### src/sv/clmp_pkg.sv
// Shared types and constants of the CPU list parser.
// Depends on nothing; every other file of the block but clmp_ram refers to it by scoped names.
package clmp_pkg;

    // Fixed field widths of the ports.
    localparam int LIMIT_W  = 11;
    localparam int CHAR_W   = 8;
    localparam int COUNT_W  = 11;
    localparam int HIGH_W   = 10;
    localparam int WIDX_W   = 4;
    localparam int MASK_W   = 64;
    localparam int WSHIFT   = 6;

    // CPU ids carried between the parser and the mask engine (ids stay below 4096).
    localparam int CMD_ID_W = 12;

    // Depth of the command queue between the two halves.
    localparam int CMDQ_DEPTH = 4;

    // Result status codes; the two error codes double as the parser's error codes.
    localparam logic [1:0] ST_OK    = 2'd0;
    localparam logic [1:0] ST_INVAL = 2'd1;
    localparam logic [1:0] ST_RANGE = 2'd2;
    localparam logic [1:0] ST_NONE  = 2'd3;

    // Character codes.
    localparam logic [CHAR_W-1:0] CH_NUL   = 8'd0;
    localparam logic [CHAR_W-1:0] CH_TAB   = 8'd9;
    localparam logic [CHAR_W-1:0] CH_CR    = 8'd13;
    localparam logic [CHAR_W-1:0] CH_SPACE = 8'd32;
    localparam logic [CHAR_W-1:0] CH_PLUS  = 8'd43;
    localparam logic [CHAR_W-1:0] CH_COMMA = 8'd44;
    localparam logic [CHAR_W-1:0] CH_MINUS = 8'd45;
    localparam logic [CHAR_W-1:0] CH_ZERO  = 8'd48;
    localparam logic [CHAR_W-1:0] CH_NINE  = 8'd57;

    // One input request: a byte of text and the end-of-string mark.
    typedef struct packed {
        logic [CHAR_W-1:0] char_code;
        logic              last_char;
    } in_t;

    // One result request: one mask word with the string's status.
    typedef struct packed {
        logic [1:0]         status;
        logic [COUNT_W-1:0] cpu_count;
        logic [HIGH_W-1:0]  highest_cpu;
        logic [WIDX_W-1:0]  word_index;
        logic [MASK_W-1:0]  mask_word;
        logic               last_result;
    } out_t;

    // Command from the parser to the mask engine: an optional range to set,
    // optionally followed by the end of the string.
    typedef struct packed {
        logic                rng_valid;
        logic [CMD_ID_W-1:0] lo;
        logic [CMD_ID_W-1:0] hi;
        logic                end_valid;
        logic [1:0]          status;
        logic [CMD_ID_W-1:0] highest;
    } cmd_t;

    // Number of set bits in one byte.
    function automatic logic [3:0] popcount8(input logic [7:0] b);
        logic [3:0] n;
        n = 4'd0;
        for (int i = 0; i < 8; i++)
        begin
            n = n + {3'd0, b[i]};
        end
        return n;
    endfunction

endpackage

### src/sv/clmp_ram.sv
// Generic single-write, single-read RAM with a registered read port.
// Depends on nothing; used for the mask word store.
module clmp_ram #(
    parameter int WIDTH = 64,
    parameter int DEPTH = 16
) (
    input  logic                                   clk,
    input  logic                                   we,
    input  logic [(DEPTH > 1 ? $clog2(DEPTH) : 1)-1:0] waddr,
    input  logic [WIDTH-1:0]                       wdata,
    input  logic                                   re,
    input  logic [(DEPTH > 1 ? $clog2(DEPTH) : 1)-1:0] raddr,
    output logic [WIDTH-1:0]                       rdata
);

    logic [WIDTH-1:0] mem_reg [DEPTH];
    logic [WIDTH-1:0] rdata_reg;

    // Write port.
    always_ff @(posedge clk)
    begin
        if (we)
        begin
            mem_reg[waddr] <= wdata;
        end
    end

    // Registered read port; the data holds until the next read.
    always_ff @(posedge clk)
    begin
        if (re)
        begin
            rdata_reg <= mem_reg[raddr];
        end
    end

    assign rdata = rdata_reg;

endmodule

### src/sv/clmp_front.sv
// Parser half: classifies each byte, accumulates numbers, checks each finished range
// and queues range and end-of-string commands. Depends on clmp_pkg.
module clmp_front #(
    parameter int MAX_CPUS = 1024
) (
    input  logic                         clk,
    input  logic                         rst_n,
    input  logic                         cfg_we,
    input  logic [clmp_pkg::LIMIT_W-1:0] cfg_data,
    input  logic                         in_valid,
    input  clmp_pkg::in_t                item,
    output logic                         cmd_push,
    output clmp_pkg::cmd_t               cmd
);

    localparam int VW      = $clog2(MAX_CPUS + 1);
    localparam int HW      = $clog2(MAX_CPUS);
    localparam int CLW     = (VW > clmp_pkg::LIMIT_W) ? VW : clmp_pkg::LIMIT_W;
    localparam int LIM_RST = (MAX_CPUS < 1024) ? MAX_CPUS : 1024;
    localparam logic [VW-1:0] VMAX = VW'(MAX_CPUS);

    // Parse phases.
    localparam logic [2:0] PH_SKIP  = 3'd0;
    localparam logic [2:0] PH_FSIGN = 3'd1;
    localparam logic [2:0] PH_FDIG  = 3'd2;
    localparam logic [2:0] PH_SWS   = 3'd3;
    localparam logic [2:0] PH_SSIGN = 3'd4;
    localparam logic [2:0] PH_SDIG  = 3'd5;
    localparam logic [2:0] PH_DONE  = 3'd6;

    logic [VW-1:0] lim_reg, lim_next;
    logic [2:0]    phase_reg, phase_next;
    logic [VW-1:0] fv_reg, fv_next;
    logic [VW-1:0] sv_reg, sv_next;
    logic          fn_reg, fn_next;
    logic          sn_reg, sn_next;
    logic [1:0]    err_reg, err_next;
    logic          found_reg, found_next;
    logic [HW-1:0] high_reg, high_next;

    logic [CLW-1:0] cfg_ext;

    // Byte classes.
    logic [clmp_pkg::CHAR_W-1:0] c;
    logic          is_sp, is_dig, is_sign, is_minus, is_comma;
    logic [VW-1:0] dval;

    // What a token-start byte does from the separator phase.
    logic [2:0]    sk_ph;
    logic [VW-1:0] sk_fv;
    logic          sk_fn, sk_inv;

    // First step (this byte).
    logic [2:0]    ph1;
    logic [VW-1:0] fv1, sv1;
    logic          fn1, sn1, inv1, fire1, two1;

    // Implied terminator step on the last byte.
    logic          fire2, two2;

    // Token check.
    logic          fire, two;
    logic [VW-1:0] ta, tb, lo, hi;
    logic          tan, tbn, t_inv, t_rng, t_ok;

    // Outcome of the whole request.
    logic [2:0]    ph_f;
    logic [1:0]    e_f, err_f, status_f;
    logic [VW-1:0] fv_f;
    logic          fn_f, found_f;
    logic [HW-1:0] high_f;

    // Multiply by ten and add a digit, saturating at the CPU count.
    function automatic logic [VW-1:0] acc(input logic [VW-1:0] v, input logic [3:0] d);
        logic [VW+3:0] n;
        n = ((VW+4)'(v) << 3) + ((VW+4)'(v) << 1) + (VW+4)'(d);
        return (n >= (VW+4)'(MAX_CPUS)) ? VMAX : VW'(n);
    endfunction

    // Limit register, clamped to the mask size on write.
    assign cfg_ext  = CLW'(cfg_data);
    assign lim_next = (cfg_ext > CLW'(MAX_CPUS)) ? VMAX : VW'(cfg_ext);

    always_ff @(posedge clk or negedge rst_n)
    begin
        if (!rst_n)
        begin
            lim_reg <= VW'(LIM_RST);
        end
        else if (cfg_we)
        begin
            lim_reg <= lim_next;
        end
    end

    // Byte classification.
    assign c        = item.char_code;
    assign is_sp    = (c == clmp_pkg::CH_SPACE) ||
                      ((c >= clmp_pkg::CH_TAB) && (c <= clmp_pkg::CH_CR));
    assign is_dig   = (c >= clmp_pkg::CH_ZERO) && (c <= clmp_pkg::CH_NINE);
    assign is_minus = (c == clmp_pkg::CH_MINUS);
    assign is_sign  = (c == clmp_pkg::CH_PLUS) || is_minus;
    assign is_comma = (c == clmp_pkg::CH_COMMA);
    assign dval     = VW'(c[3:0]);

    // Separator phase behavior of this byte.
    always_comb
    begin
        sk_ph  = PH_SKIP;
        sk_fv  = is_dig ? dval : '0;
        sk_fn  = is_minus;
        sk_inv = 1'b0;
        priority if (is_sp || is_comma)
        begin
            sk_ph = PH_SKIP;
        end
        else if (c == clmp_pkg::CH_NUL)
        begin
            sk_ph = PH_DONE;
        end
        else if (is_dig)
        begin
            sk_ph = PH_FDIG;
        end
        else if (is_sign)
        begin
            sk_ph = PH_FSIGN;
        end
        else
        begin
            sk_inv = 1'b1;
        end
    end

    // First step: the byte itself against the current phase.
    always_comb
    begin
        ph1   = phase_reg;
        fv1   = fv_reg;
        sv1   = sv_reg;
        fn1   = fn_reg;
        sn1   = sn_reg;
        inv1  = 1'b0;
        fire1 = 1'b0;
        two1  = 1'b0;
        unique case (phase_reg)
            PH_SKIP:
            begin
                if (sk_inv)
                begin
                    inv1 = 1'b1;
                end
                else
                begin
                    ph1 = sk_ph;
                    fv1 = sk_fv;
                    fn1 = sk_fn;
                end
            end
            PH_FSIGN:
            begin
                if (is_dig)
                begin
                    fv1 = dval;
                    ph1 = PH_FDIG;
                end
                else
                begin
                    inv1 = 1'b1;
                end
            end
            PH_FDIG:
            begin
                priority if (is_dig)
                begin
                    fv1 = acc(fv_reg, c[3:0]);
                end
                else if (is_minus)
                begin
                    sv1 = '0;
                    sn1 = 1'b0;
                    ph1 = PH_SWS;
                end
                else
                begin
                    fire1 = 1'b1;
                    ph1   = PH_SKIP;
                end
            end
            PH_SWS:
            begin
                priority if (is_sp)
                begin
                    ph1 = PH_SWS;
                end
                else if (is_dig)
                begin
                    sv1 = dval;
                    ph1 = PH_SDIG;
                end
                else if (is_sign)
                begin
                    sn1 = is_minus;
                    ph1 = PH_SSIGN;
                end
                else
                begin
                    inv1 = 1'b1;
                end
            end
            PH_SSIGN:
            begin
                if (is_dig)
                begin
                    sv1 = dval;
                    ph1 = PH_SDIG;
                end
                else
                begin
                    inv1 = 1'b1;
                end
            end
            PH_SDIG:
            begin
                if (is_dig)
                begin
                    sv1 = acc(sv_reg, c[3:0]);
                end
                else
                begin
                    fire1 = 1'b1;
                    two1  = 1'b1;
                    ph1   = PH_SKIP;
                end
            end
            default:
            begin
                ph1 = PH_DONE;
            end
        endcase
        if (inv1)
        begin
            ph1 = PH_DONE;
        end
    end

    // A number still open at the last byte is closed by the implied terminator.
    assign fire2 = item.last_char && !fire1 && !inv1 && ((ph1 == PH_FDIG) || (ph1 == PH_SDIG));
    assign two2  = (ph1 == PH_SDIG);

    // Token check: at most one token closes per request.
    assign fire  = fire1 || fire2;
    assign two   = fire1 ? two1 : two2;
    assign ta    = fv1;
    assign tan   = fn1;
    assign tb    = two ? sv1 : fv1;
    assign tbn   = two ? sn1 : fn1;
    assign lo    = (ta < tb) ? ta : tb;
    assign hi    = (ta < tb) ? tb : ta;
    assign t_inv = (tan && (ta != '0)) || (tbn && (tb != '0));
    assign t_rng = (hi >= lim_reg);
    assign t_ok  = fire && !t_inv && !t_rng;

    // Final phase, error and token bookkeeping for this request.
    always_comb
    begin
        ph_f = ph1;
        e_f  = clmp_pkg::ST_OK;
        fv_f = fv1;
        fn_f = fn1;
        priority if (inv1)
        begin
            e_f  = clmp_pkg::ST_INVAL;
            ph_f = PH_DONE;
        end
        else if (fire)
        begin
            priority if (t_inv)
            begin
                e_f  = clmp_pkg::ST_INVAL;
                ph_f = PH_DONE;
            end
            else if (t_rng)
            begin
                e_f  = clmp_pkg::ST_RANGE;
                ph_f = PH_DONE;
            end
            else if (fire1)
            begin
                // The byte that closed the token may start the next one.
                if (sk_inv)
                begin
                    e_f  = clmp_pkg::ST_INVAL;
                    ph_f = PH_DONE;
                end
                else
                begin
                    ph_f = sk_ph;
                    fv_f = sk_fv;
                    fn_f = sk_fn;
                    if (item.last_char && (sk_ph == PH_FSIGN))
                    begin
                        e_f = clmp_pkg::ST_INVAL;
                    end
                    if (item.last_char)
                    begin
                        ph_f = PH_DONE;
                    end
                end
            end
            else
            begin
                ph_f = PH_DONE;
            end
        end
        else if (item.last_char && (ph1 != PH_DONE))
        begin
            // A dangling sign or range dash is invalid at the end.
            if (ph1 != PH_SKIP)
            begin
                e_f = clmp_pkg::ST_INVAL;
            end
            ph_f = PH_DONE;
        end
    end

    assign err_f    = (e_f != clmp_pkg::ST_OK) ? e_f : err_reg;
    assign found_f  = found_reg || t_ok;
    assign high_f   = (t_ok && (hi > VW'(high_reg))) ? HW'(hi) : high_reg;
    assign status_f = (err_f != clmp_pkg::ST_OK) ? err_f :
                      (found_f ? clmp_pkg::ST_OK : clmp_pkg::ST_NONE);

    // Next state: the end of a string returns everything to its reset value.
    always_comb
    begin
        phase_next = phase_reg;
        fv_next    = fv_reg;
        sv_next    = sv_reg;
        fn_next    = fn_reg;
        sn_next    = sn_reg;
        err_next   = err_reg;
        found_next = found_reg;
        high_next  = high_reg;
        if (in_valid)
        begin
            if (item.last_char)
            begin
                phase_next = PH_SKIP;
                fv_next    = '0;
                sv_next    = '0;
                fn_next    = 1'b0;
                sn_next    = 1'b0;
                err_next   = clmp_pkg::ST_OK;
                found_next = 1'b0;
                high_next  = '0;
            end
            else
            begin
                phase_next = ph_f;
                fv_next    = fv_f;
                sv_next    = sv1;
                fn_next    = fn_f;
                sn_next    = sn1;
                err_next   = err_f;
                found_next = found_f;
                high_next  = high_f;
            end
        end
    end

    always_ff @(posedge clk or negedge rst_n)
    begin
        if (!rst_n)
        begin
            phase_reg <= PH_SKIP;
            fv_reg    <= '0;
            sv_reg    <= '0;
            fn_reg    <= 1'b0;
            sn_reg    <= 1'b0;
            err_reg   <= clmp_pkg::ST_OK;
            found_reg <= 1'b0;
            high_reg  <= '0;
        end
        else
        begin
            phase_reg <= phase_next;
            fv_reg    <= fv_next;
            sv_reg    <= sv_next;
            fn_reg    <= fn_next;
            sn_reg    <= sn_next;
            err_reg   <= err_next;
            found_reg <= found_next;
            high_reg  <= high_next;
        end
    end

    // Command out: a range that passed its checks and/or the end of the string.
    assign cmd_push      = in_valid && (t_ok || item.last_char);
    assign cmd.rng_valid = t_ok;
    assign cmd.lo        = clmp_pkg::CMD_ID_W'(lo);
    assign cmd.hi        = clmp_pkg::CMD_ID_W'(hi);
    assign cmd.end_valid = item.last_char;
    assign cmd.status    = status_f;
    assign cmd.highest   = clmp_pkg::CMD_ID_W'(high_f);

endmodule

### src/sv/clmp_cmdq.sv
// Short command queue between the parser and the mask engine.
// Depends on clmp_pkg for the command type and the queue depth.
module clmp_cmdq (
    input  logic           clk,
    input  logic           rst_n,
    input  logic           push,
    input  clmp_pkg::cmd_t din,
    output logic           full,
    input  logic           pop,
    output clmp_pkg::cmd_t dout,
    output logic           empty
);

    localparam int DEPTH = clmp_pkg::CMDQ_DEPTH;
    localparam int PW    = (DEPTH > 1) ? $clog2(DEPTH) : 1;

    clmp_pkg::cmd_t mem_reg [DEPTH];
    logic [PW-1:0]  wptr_reg, wptr_next;
    logic [PW-1:0]  rptr_reg, rptr_next;
    logic [PW:0]    cnt_reg, cnt_next;
    logic           do_push, do_pop;

    assign full    = (cnt_reg == (PW+1)'(DEPTH));
    assign empty   = (cnt_reg == '0);
    assign do_push = push && !full;
    assign do_pop  = pop && !empty;
    assign dout    = mem_reg[rptr_reg];

    // Pointer and fill bookkeeping with wraparound at the queue depth.
    always_comb
    begin
        wptr_next = wptr_reg;
        rptr_next = rptr_reg;
        cnt_next  = cnt_reg;
        if (do_push)
        begin
            wptr_next = (wptr_reg == PW'(DEPTH - 1)) ? '0 : wptr_reg + PW'(1);
        end
        if (do_pop)
        begin
            rptr_next = (rptr_reg == PW'(DEPTH - 1)) ? '0 : rptr_reg + PW'(1);
        end
        if (do_push && !do_pop)
        begin
            cnt_next = cnt_reg + (PW+1)'(1);
        end
        else if (do_pop && !do_push)
        begin
            cnt_next = cnt_reg - (PW+1)'(1);
        end
    end

    always_ff @(posedge clk or negedge rst_n)
    begin
        if (!rst_n)
        begin
            wptr_reg <= '0;
            rptr_reg <= '0;
            cnt_reg  <= '0;
        end
        else
        begin
            wptr_reg <= wptr_next;
            rptr_reg <= rptr_next;
            cnt_reg  <= cnt_next;
        end
    end

    // Storage.
    always_ff @(posedge clk)
    begin
        if (do_push)
        begin
            mem_reg[wptr_reg] <= din;
        end
    end

endmodule

### src/sv/clmp_back.sv
// Mask engine: sets range bits word by word in the mask RAM, counts new bits,
// and streams the mask out at the end of a string. Depends on clmp_pkg, clmp_ram.
module clmp_back #(
    parameter int MAX_CPUS = 1024
) (
    input  logic           clk,
    input  logic           rst_n,
    input  logic           cmd_empty,
    input  clmp_pkg::cmd_t cmd,
    output logic           cmd_pop,
    input  logic           pop,
    output logic           empty,
    output clmp_pkg::out_t result
);

    localparam int WORDS = (MAX_CPUS + 63) / 64;
    localparam int AW    = (WORDS > 1) ? $clog2(WORDS) : 1;
    localparam int CW    = $clog2(MAX_CPUS + 1);
    localparam int MW    = clmp_pkg::MASK_W;

    // Engine states.
    localparam logic [2:0] S_IDLE  = 3'd0;
    localparam logic [2:0] S_RD    = 3'd1;
    localparam logic [2:0] S_MOD   = 3'd2;
    localparam logic [2:0] S_ORD   = 3'd3;
    localparam logic [2:0] S_OEMIT = 3'd4;
    localparam logic [2:0] S_ERR   = 3'd5;

    logic [2:0]       state_reg, state_next;
    logic [AW-1:0]    w_reg, w_next;
    logic             done_reg, done_next;
    logic             pend_reg, pend_next;
    logic             rvalid_reg, rvalid_next;
    logic [WORDS-1:0] wvalid_reg, wvalid_next;
    logic [CW-1:0]    cnt_reg, cnt_next;
    logic             ovalid_reg, ovalid_next;
    clmp_pkg::out_t   ores_reg, ores_next;
    logic [3:0]       bcnt_reg [8];
    logic [3:0]       bcnt_next [8];

    logic             ram_we, ram_re;
    logic [MW-1:0]    rdata, old, m, newbits;
    logic [AW-1:0]    wlo, whi;
    logic [5:0]       bl, bh;
    logic [6:0]       bsum;
    logic             oload, clear, is_last;

    clmp_ram #(
        .WIDTH (MW),
        .DEPTH (WORDS)
    ) u_mask_ram (
        .clk   (clk),
        .we    (ram_we),
        .waddr (w_reg),
        .wdata (old | m),
        .re    (ram_re),
        .raddr (w_reg),
        .rdata (rdata)
    );

    // Word span and bit mask of the range for the current word.
    assign wlo     = AW'(cmd.lo[clmp_pkg::CMD_ID_W-1:clmp_pkg::WSHIFT]);
    assign whi     = AW'(cmd.hi[clmp_pkg::CMD_ID_W-1:clmp_pkg::WSHIFT]);
    assign bl      = (w_reg == wlo) ? cmd.lo[5:0] : 6'd0;
    assign bh      = (w_reg == whi) ? cmd.hi[5:0] : 6'd63;
    assign m       = ({MW{1'b1}} << bl) & ({MW{1'b1}} >> (6'd63 - bh));
    assign old     = rvalid_reg ? rdata : '0;
    assign newbits = m & ~old;
    assign is_last = (w_reg == AW'(WORDS - 1));
    assign oload   = !ovalid_reg || pop;

    // Sum of the byte counts of the previous word's new bits.
    always_comb
    begin
        bsum = 7'd0;
        for (int i = 0; i < 8; i++)
        begin
            bsum = bsum + {3'd0, bcnt_reg[i]};
        end
    end

    always_comb
    begin
        for (int i = 0; i < 8; i++)
        begin
            bcnt_next[i] = clmp_pkg::popcount8(newbits[8*i +: 8]);
        end
    end

    // Engine control.
    always_comb
    begin
        state_next  = state_reg;
        w_next      = w_reg;
        done_next   = done_reg;
        pend_next   = 1'b0;
        rvalid_next = rvalid_reg;
        wvalid_next = wvalid_reg;
        ores_next   = ores_reg;
        ram_we      = 1'b0;
        ram_re      = 1'b0;
        cmd_pop     = 1'b0;
        clear       = 1'b0;
        ovalid_next = ovalid_reg && !pop;
        unique case (state_reg)
            S_IDLE:
            begin
                if (!cmd_empty)
                begin
                    priority if (cmd.rng_valid && !done_reg)
                    begin
                        w_next     = wlo;
                        state_next = S_RD;
                    end
                    else if (cmd.end_valid)
                    begin
                        w_next     = '0;
                        state_next = (cmd.status == clmp_pkg::ST_OK) ? S_ORD : S_ERR;
                    end
                    else
                    begin
                        cmd_pop   = 1'b1;
                        done_next = 1'b0;
                    end
                end
            end
            S_RD:
            begin
                ram_re      = 1'b1;
                rvalid_next = wvalid_reg[w_reg];
                state_next  = S_MOD;
            end
            S_MOD:
            begin
                ram_we             = 1'b1;
                wvalid_next[w_reg] = 1'b1;
                pend_next          = 1'b1;
                if (w_reg == whi)
                begin
                    done_next  = 1'b1;
                    state_next = S_IDLE;
                end
                else
                begin
                    w_next     = w_reg + AW'(1);
                    state_next = S_RD;
                end
            end
            S_ORD:
            begin
                ram_re      = 1'b1;
                rvalid_next = wvalid_reg[w_reg];
                state_next  = S_OEMIT;
            end
            S_OEMIT:
            begin
                if (oload)
                begin
                    ovalid_next           = 1'b1;
                    ores_next.status      = clmp_pkg::ST_OK;
                    ores_next.cpu_count   = clmp_pkg::COUNT_W'(cnt_reg);
                    ores_next.highest_cpu = clmp_pkg::HIGH_W'(cmd.highest);
                    ores_next.word_index  = clmp_pkg::WIDX_W'(w_reg);
                    ores_next.mask_word   = old;
                    ores_next.last_result = is_last;
                    if (is_last)
                    begin
                        clear      = 1'b1;
                        state_next = S_IDLE;
                    end
                    else
                    begin
                        w_next     = w_reg + AW'(1);
                        state_next = S_ORD;
                    end
                end
            end
            S_ERR:
            begin
                if (oload)
                begin
                    ovalid_next           = 1'b1;
                    ores_next.status      = cmd.status;
                    ores_next.cpu_count   = '0;
                    ores_next.highest_cpu = '0;
                    ores_next.word_index  = '0;
                    ores_next.mask_word   = '0;
                    ores_next.last_result = 1'b1;
                    clear                 = 1'b1;
                    state_next            = S_IDLE;
                end
            end
            default:
            begin
                state_next = S_IDLE;
            end
        endcase
        // End of string: release the command and forget the whole mask at once.
        if (clear)
        begin
            cmd_pop     = 1'b1;
            done_next   = 1'b0;
            wvalid_next = '0;
        end
    end

    // Count of distinct CPUs set so far in this string.
    always_comb
    begin
        cnt_next = cnt_reg;
        if (clear)
        begin
            cnt_next = '0;
        end
        else if (pend_reg)
        begin
            cnt_next = cnt_reg + CW'(bsum);
        end
    end

    always_ff @(posedge clk or negedge rst_n)
    begin
        if (!rst_n)
        begin
            state_reg  <= S_IDLE;
            w_reg      <= '0;
            done_reg   <= 1'b0;
            pend_reg   <= 1'b0;
            rvalid_reg <= 1'b0;
            wvalid_reg <= '0;
            cnt_reg    <= '0;
            ovalid_reg <= 1'b0;
        end
        else
        begin
            state_reg  <= state_next;
            w_reg      <= w_next;
            done_reg   <= done_next;
            pend_reg   <= pend_next;
            rvalid_reg <= rvalid_next;
            wvalid_reg <= wvalid_next;
            cnt_reg    <= cnt_next;
            ovalid_reg <= ovalid_next;
        end
    end

    // Payload registers.
    always_ff @(posedge clk)
    begin
        ores_reg <= ores_next;
        bcnt_reg <= bcnt_next;
    end

    assign empty  = !ovalid_reg;
    assign result = ores_reg;

endmodule

### src/sv/cpu_list_to_mask_parser.sv
// Top level of the CPU list parser: parser half, command queue and mask engine.
// Depends on clmp_pkg, clmp_front, clmp_cmdq, clmp_back and clmp_ram.

// Feed a CPU list such as "0-3,8" one byte per request, with last_char on the final
// byte; a zero byte ends the parse early. The parser takes one byte per cycle while
// its four-entry command queue has room, so full rises only when the mask engine
// falls behind. The engine dispatches each command and, for each 64-bit mask word a
// range touches, reads the word from RAM, then writes it back merged. On the final
// byte it returns one result per mask word ((MAX_CPUS+63)/64 of them, each read and
// then emitted through the single read port of the mask RAM) when the list is
// valid, or a single error or none-found result. The mask needs no clearing pass:
// per-word valid bits drop at the end of each string, so the block is ready right
// after reset. The cpu_limit register (cfg_data, clamped to MAX_CPUS) may be
// written only while the block is idle.
module cpu_list_to_mask_parser #(
    parameter int MAX_CPUS = 1024
) (
    input  logic                         clk,
    input  logic                         rst_n,
    input  logic                         push,
    input  clmp_pkg::in_t                item,
    output logic                         full,
    input  logic                         pop,
    output clmp_pkg::out_t               result,
    output logic                         empty,
    input  logic                         cfg_we,
    input  logic [clmp_pkg::LIMIT_W-1:0] cfg_data
);

    logic           in_valid;
    logic           q_push, q_pop, q_empty;
    clmp_pkg::cmd_t q_din, q_dout;

    assign in_valid = push && !full;

    // Parser half.
    clmp_front #(
        .MAX_CPUS (MAX_CPUS)
    ) u_front (
        .clk      (clk),
        .rst_n    (rst_n),
        .cfg_we   (cfg_we),
        .cfg_data (cfg_data),
        .in_valid (in_valid),
        .item     (item),
        .cmd_push (q_push),
        .cmd      (q_din)
    );

    // Command queue.
    clmp_cmdq u_cmdq (
        .clk   (clk),
        .rst_n (rst_n),
        .push  (q_push),
        .din   (q_din),
        .full  (full),
        .pop   (q_pop),
        .dout  (q_dout),
        .empty (q_empty)
    );

    // Mask engine and result register.
    clmp_back #(
        .MAX_CPUS (MAX_CPUS)
    ) u_back (
        .clk       (clk),
        .rst_n     (rst_n),
        .cmd_empty (q_empty),
        .cmd       (q_dout),
        .cmd_pop   (q_pop),
        .pop       (pop),
        .empty     (empty),
        .result    (result)
    );

endmodule

### config.mk
export PLATFORM = sky130hd
export DESIGN_NAME = cpu_list_to_mask_parser
export DESIGN_NICKNAME = d
export VERILOG_FILES = /design/src/sv/clmp_pkg.sv /design/src/sv/clmp_ram.sv /design/src/sv/clmp_front.sv /design/src/sv/clmp_cmdq.sv /design/src/sv/clmp_back.sv /design/src/sv/cpu_list_to_mask_parser.sv
export SDC_FILE = /design/constraint.sdc
export NUM_CORES = 2
export LEC_CHECK = 0
export ABC_AREA = 1
export BUFFER_PORTS_ARGS = -buffer_cell sky130_fd_sc_hd__buf_2
export CORE_ASPECT_RATIO = 0.9
export CORE_MARGIN = 2
export CORE_UTILIZATION = 45
export CTS_CLUSTER_SIZE = 28
export DETAILED_ROUTE_END_ITERATION = 16
export PLACE_DENSITY = 0.56
export SETUP_SLACK_MARGIN = 0.2
export SYNTH_ARGS = -nofsm -noshare
export SYNTH_HDL_FRONTEND = slang
export SYNTH_SLANG_ARGS = --single-unit
### constraint.sdc
create_clock -name clk -period 10.6 [get_ports clk]
set_input_delay 1.59 -clock clk [delete_from_list [all_inputs] [get_ports clk]]
set_output_delay 1.59 -clock clk [all_outputs]
set_load 0.1 [all_outputs]
* Word-level counts from Yosys, hierarchy flattened
Memory sizes are Yosys's and may differ from the RTL's. A register that Yosys moved wholly into a read port is not among the register bits.
Index checks and enable logic that the tools add are counted.
** Storage, ports and cells
- Memory bits (writable) :: 1168
- Flip-flop bits (word level) :: 220
- Memories :: 2
- Output and inout bits :: 94
- Word-level logic and storage cells :: 378
** Cells by class
- Magnitude comparators :: 12
- Eq/ne operators :: 34
- Bitwise gates (word level) :: 5
- Shift-type cells :: 2
- Muxes and demuxes :: 151
- Reduce and logical (&&, ||, !) cells :: 64
- Add/sub/neg operators :: 74
** Memory list
- u_back.u_mask_ram.mem_reg :: depth 16, bits a word 64, rd ports 1, clocked after Yosys merged registers in 1, wr ports 1, line clmp_ram.sv:16 : logic [WIDTH-1:0] mem_reg [DEPTH];
- u_cmdq.mem_reg :: depth 4, bits a word 36, rd ports 1, clocked after Yosys merged registers in 0, wr ports 1, line clmp_cmdq.sv:17 : clmp_pkg::cmd_t mem_reg [DEPTH];
** Operators by type and width (number)
- 2-to-1 mux 11 bit :: 24
- adder 4 x 1 -> 4 bit :: 48
- 2-to-1 mux 92 bit :: 2
- case mux 92 bit (2 select lines) :: 1
- AND 64 bit :: 2
- 2-to-1 mux 3 bit :: 28
- 2-to-1 mux 64 bit :: 1
- NOT 64 bit :: 1
- bitwise OR 64 bit :: 1
- left shift 64 x 6 -> 64 bit, first input constant :: 1
- right shift 64 x 6 -> 64 bit, first input constant :: 1
- 2-to-1 mux 1 bit :: 55
- case mux 11 bit (4 select lines) :: 1
- adder 7 x 4 -> 7 bit :: 6
- case mux 3 bit (6 select lines) :: 2
- case mux 11 bit (3 select lines) :: 1
- equality test 8 x 6 -> 1 bit, second input constant :: 4
- 2-to-1 mux 16 bit :: 2
- adder 14 x 12 -> 15 bit :: 2
- adder 15 x 4 -> 15 bit :: 2
- >= comparator 15 x 11 -> 1 bit, second input constant :: 2
- 2-to-1 mux 2 bit :: 15
- 2-to-1 mux 4 bit :: 7
- nonzero test 11 bit :: 2
- 50 further kinds :: 131

* Depth between registers and ports, before layout
- Depth in word-level cells :: 25
- Gate-level depth with buffers :: 50
- Gate-level depth less buffers :: 49

* By module
From an unflattened synthesis, not the netlist that was laid out.
** Second synthesis, totals
- Cell total of the unflattened synthesis :: 7209
- Area total of the unflattened synthesis :: 70522.6 um^2
** Modules (own cells, without submodules)
- clmp_ram :: cells each 4212, times used 1, area each 45835.2 um^2
- clmp_back :: cells each 1384, times used 1, area each 10905.5 um^2
- clmp_cmdq :: cells each 528, times used 1, area each 7103.1 um^2
- clmp_front :: cells each 1083, times used 1, area each 6668.9 um^2
- cpu_list_to_mask_parser :: cells each 2, times used 1, area each 10.0 um^2

* Worst setup path before layout
OpenSTA, ideal clock, no wires.
- Kind :: input-to-reg
- Start point :: input item[4] (netlist bit)
- End point :: memory u_cmdq.mem_reg[0][0] (netlist bit), enable pin
- Slack :: 2.121 ns
- Stages on the path :: 40
- Setup time :: 0.425 ns
- Arrival :: 8.053 ns
- Cells stage by stage :: inv_1 fa_1 fa_1 inv_1 nand3_1 nand2_2 nand2_1 nand2_1 nand2_1 nand2_1 nand2_1 nor2_4 nand2_1 nand2_1 nand2_1 nand2_1 nand2_1 nand2_1 [... 4 more ...] a21oi_1 nor2_1 a211oi_1 o221a_2 nand2_1 buf_2 o21ai_0 inv_1 ha_1 nand2_1 nor2_1 nand3_1 o2111ai_1 a31oi_1 nand4_4 nand2_1 nand2_2 nor2_1
** RTL lines
- start: declaration :: line cpu_list_to_mask_parser.sv:21 : input clmp_pkg::in_t item,
- end: declaration :: line clmp_cmdq.sv:17

==> metrics.yaml <==
setup_viol: 0
max_slew.worst_pin.slew_ns: 1.19
wl_um: 183000
use_met1: 0.377
yosysSeqAreaShare: 0.669
clock-root-buffer: "clkbuf_16"
worstPathArrival_ns: 9.50
final_common_cell: "edfxtp_1"
slew_headroom: 0.195
path_buf_inv: 6
via_per_inst: 5.63
async_flop_share: 0.0665
drv_slew: 0
route.detailed.drc: 0
fin_crit_sh: 0.834
grt-busiest-layer: "met2"
start_util: 0.455
met3_usage: 0.0359
setup_tns_ns: 0
crit_fanout: 10
overflow: 0
cpMostUsedCell: "nand2_1"
status: "complete, no violations"
worstSetupPathType: "in -> reg"
postSynthCellCount: 5692
synth_xor_xnor_area_share: 0.00495
synth_flop_cell: "edfxtp_1"
startpoint_type: "input pin"
hold_violations: 0
multi_input_area_sq_um: 18400
grt_pass1_wl_um: 272000
max-cap-violations: 0
synth_mux_area_frac: 0.000177
mappedNetlistNets: 5903
drive_above_1_share: 0.0959
numPortBuffers: 118
ys_types: 58
drt_iter0_markers: 4226
cpPeakStageDelay_ns: 0.93
synth_edf_count: 1316
placed_area_sq_um: 66400
clock_skew_ns: 0.0217
cts_hold_buf: 0
dr.pass1.iters: 5
vias: 43600
period_needed_ns: 8.84
die_w_um: 400
cp.depth: 40
final_cell_mix: "1316 x edfxtp_1, 904 x nand2_1, 808 x nor2_1"
synth-simple-area-share: 0.139
areaGrowthSynthToFinish_pct: 11.7
cts_tree: "yes"
yosysWarnings: 0
holdWs_ns: 0.481
nNetsFinal: 5989
synth-seq-cells: 1444
drtAntennaViolNets: 0
antenna_found_initial: 2
cts_inserted_buffers: 151
fin_ws_ns: 1.76
synth.avg_cell_area_sq_um: 11.2
dieArea_sq_um: 145000
crit_family: "compound AO/OA/AOI/OAI gates"
largest_register_ffs: 1024
grtUsageMet2: 0.382
postCtsSetupBuffers: 0
synthesis.area_sq_um: 63700
htree_levels: 4
cts_buffer_depth: 3
grt_max_degree: 221
synth_fa_ha_area_frac: 0.0433
min_path_type: "reg -> reg"
core.rowCount: 130
gr-usage-all-layers: 0.251
grt_pass1_vias: 41100
place_congestion: 0.916
ff_latch_area_sq_um: 42600
synth_area_leader_cell: "edfxtp_1"
ctsResizeCount: 0
place_ws_ns: 0.958
fmax_ghz: 0.113
cp_slowest_cell: "o21ai_0"
min_path_cells: 2
synth_top_family_by_area: "simple AND/OR/NAND/NOR gates"
ios: 119
core_sq_um: 140000
clkTransAtPathRegs_ns: 0.06
clk_latency_ns: 0.80
yosysTopAreaCellShare: 0.621
setup.worst_path.end_class: "register"
nFillCells: 12300
yosys-top-cells-area: "edfxtp_1 62%, o21ai_0 5.4%, nand2_1 5.3%"
dp_hpwl_um: 105000
synth_compound_area_frac: 0.0982
clock_sink_count: 1444
die_h_um: 361
reg2reg_depth: 40
wl_per_cell_um: 23.7
cp.required_ns: 11.26
rsz0062_at_grt: "no"
post-route-cell-area_sq_um: 71100
antenna_cells: 0
==> final cells by class <==
type                    count  area share
well taps                1848      0.0325
inverters                 495      0.0264
multi-input cells        3483       0.259
clock inverters            88     0.00976
clock buffers             188      0.0562
repair buffers            203      0.0180
flip-flops and latches   1444       0.598
==> path summary, 6_finish.rpt <==
path | slack (ns) | from | to
setup reg to reg | 2.28 | u_front.sv_reg[1]$_DFFE_PN0P_ | u_cmdq.cnt_reg[2]$_DFFE_PN0P_
max in group asynchronous | 8.44 | rst_n | u_back.rvalid_reg$_DFFE_PN0P_
hold / removal | 0.48 | u_front.high_reg[3]$_DFFE_PN0P_ | u_front.high_reg[3]$_DFFE_PN0P_
min in group asynchronous | 0.78 | rst_n | u_front.sn_reg$_DFFE_PN0P_
hold reg to reg | 0.48 | u_front.high_reg[3]$_DFFE_PN0P_ | u_front.high_reg[3]$_DFFE_PN0P_
setup / recovery | 1.76 | item[4] | u_cmdq.cnt_reg[2]$_DFFE_PN0P_
==> layer usage <==
metal	vias up	share of wire	wire [um]
met5	-	0	0
met4	0	0.022	4080
met3	245	0.071	13100
met2	1599	0.45	82000
met1	21700	0.46	84300
li1	20100	-	-
==> cells by family after synthesis <==
logic type / count (synthesis)
xor gates and xnor gates: 36
AOI/OAI and AO/OA: 1132
adders and majority gates: 186
muxes: 1
and+or+nand+nor: 2128
buffers and inverters: 765
DFF: 1444
==> cells in the mapped netlist (all sizes together) (3+ instances only) <==
cell and instances:
edfxtp 1316, and2 12, clkbuf 244, a32o 5, nor4 6, dfxtp 32, buf 26, or2 22
xnor2 18, dfrtp 95, a21oi 92, a31oi 5, o211ai 20, o31ai 3, fa 57, o22ai 272
nor3 20, nand2 945, o221ai 7, o221a 3, nor2 851, ha 129, nand4 90, a21o 5
nand3b 3, o21ai 693, o21a 5, nand3 177, xor2 18, o21bai 3, inv 493, a211oi 10
==> stage by stage <==
step,utilization,instances
2_1_floorplan,-,5692
3_3_place_gp,0.474,7473
3_5_place_dp,0.474,7473
4_1_cts,0.508,7749
5_1_grt,0.508,7749
6_report,0.508,7749
==> tightest hold or removal path, cell delays in order, from the launching register on <==
cell     delay, ns
dfrtp_1       0.34
nand2_1       0.05
nand2_1       0.06
Power is not shown: default switching activity piles up to over one toggle a cycle in this logic, so the estimate is an artifact.
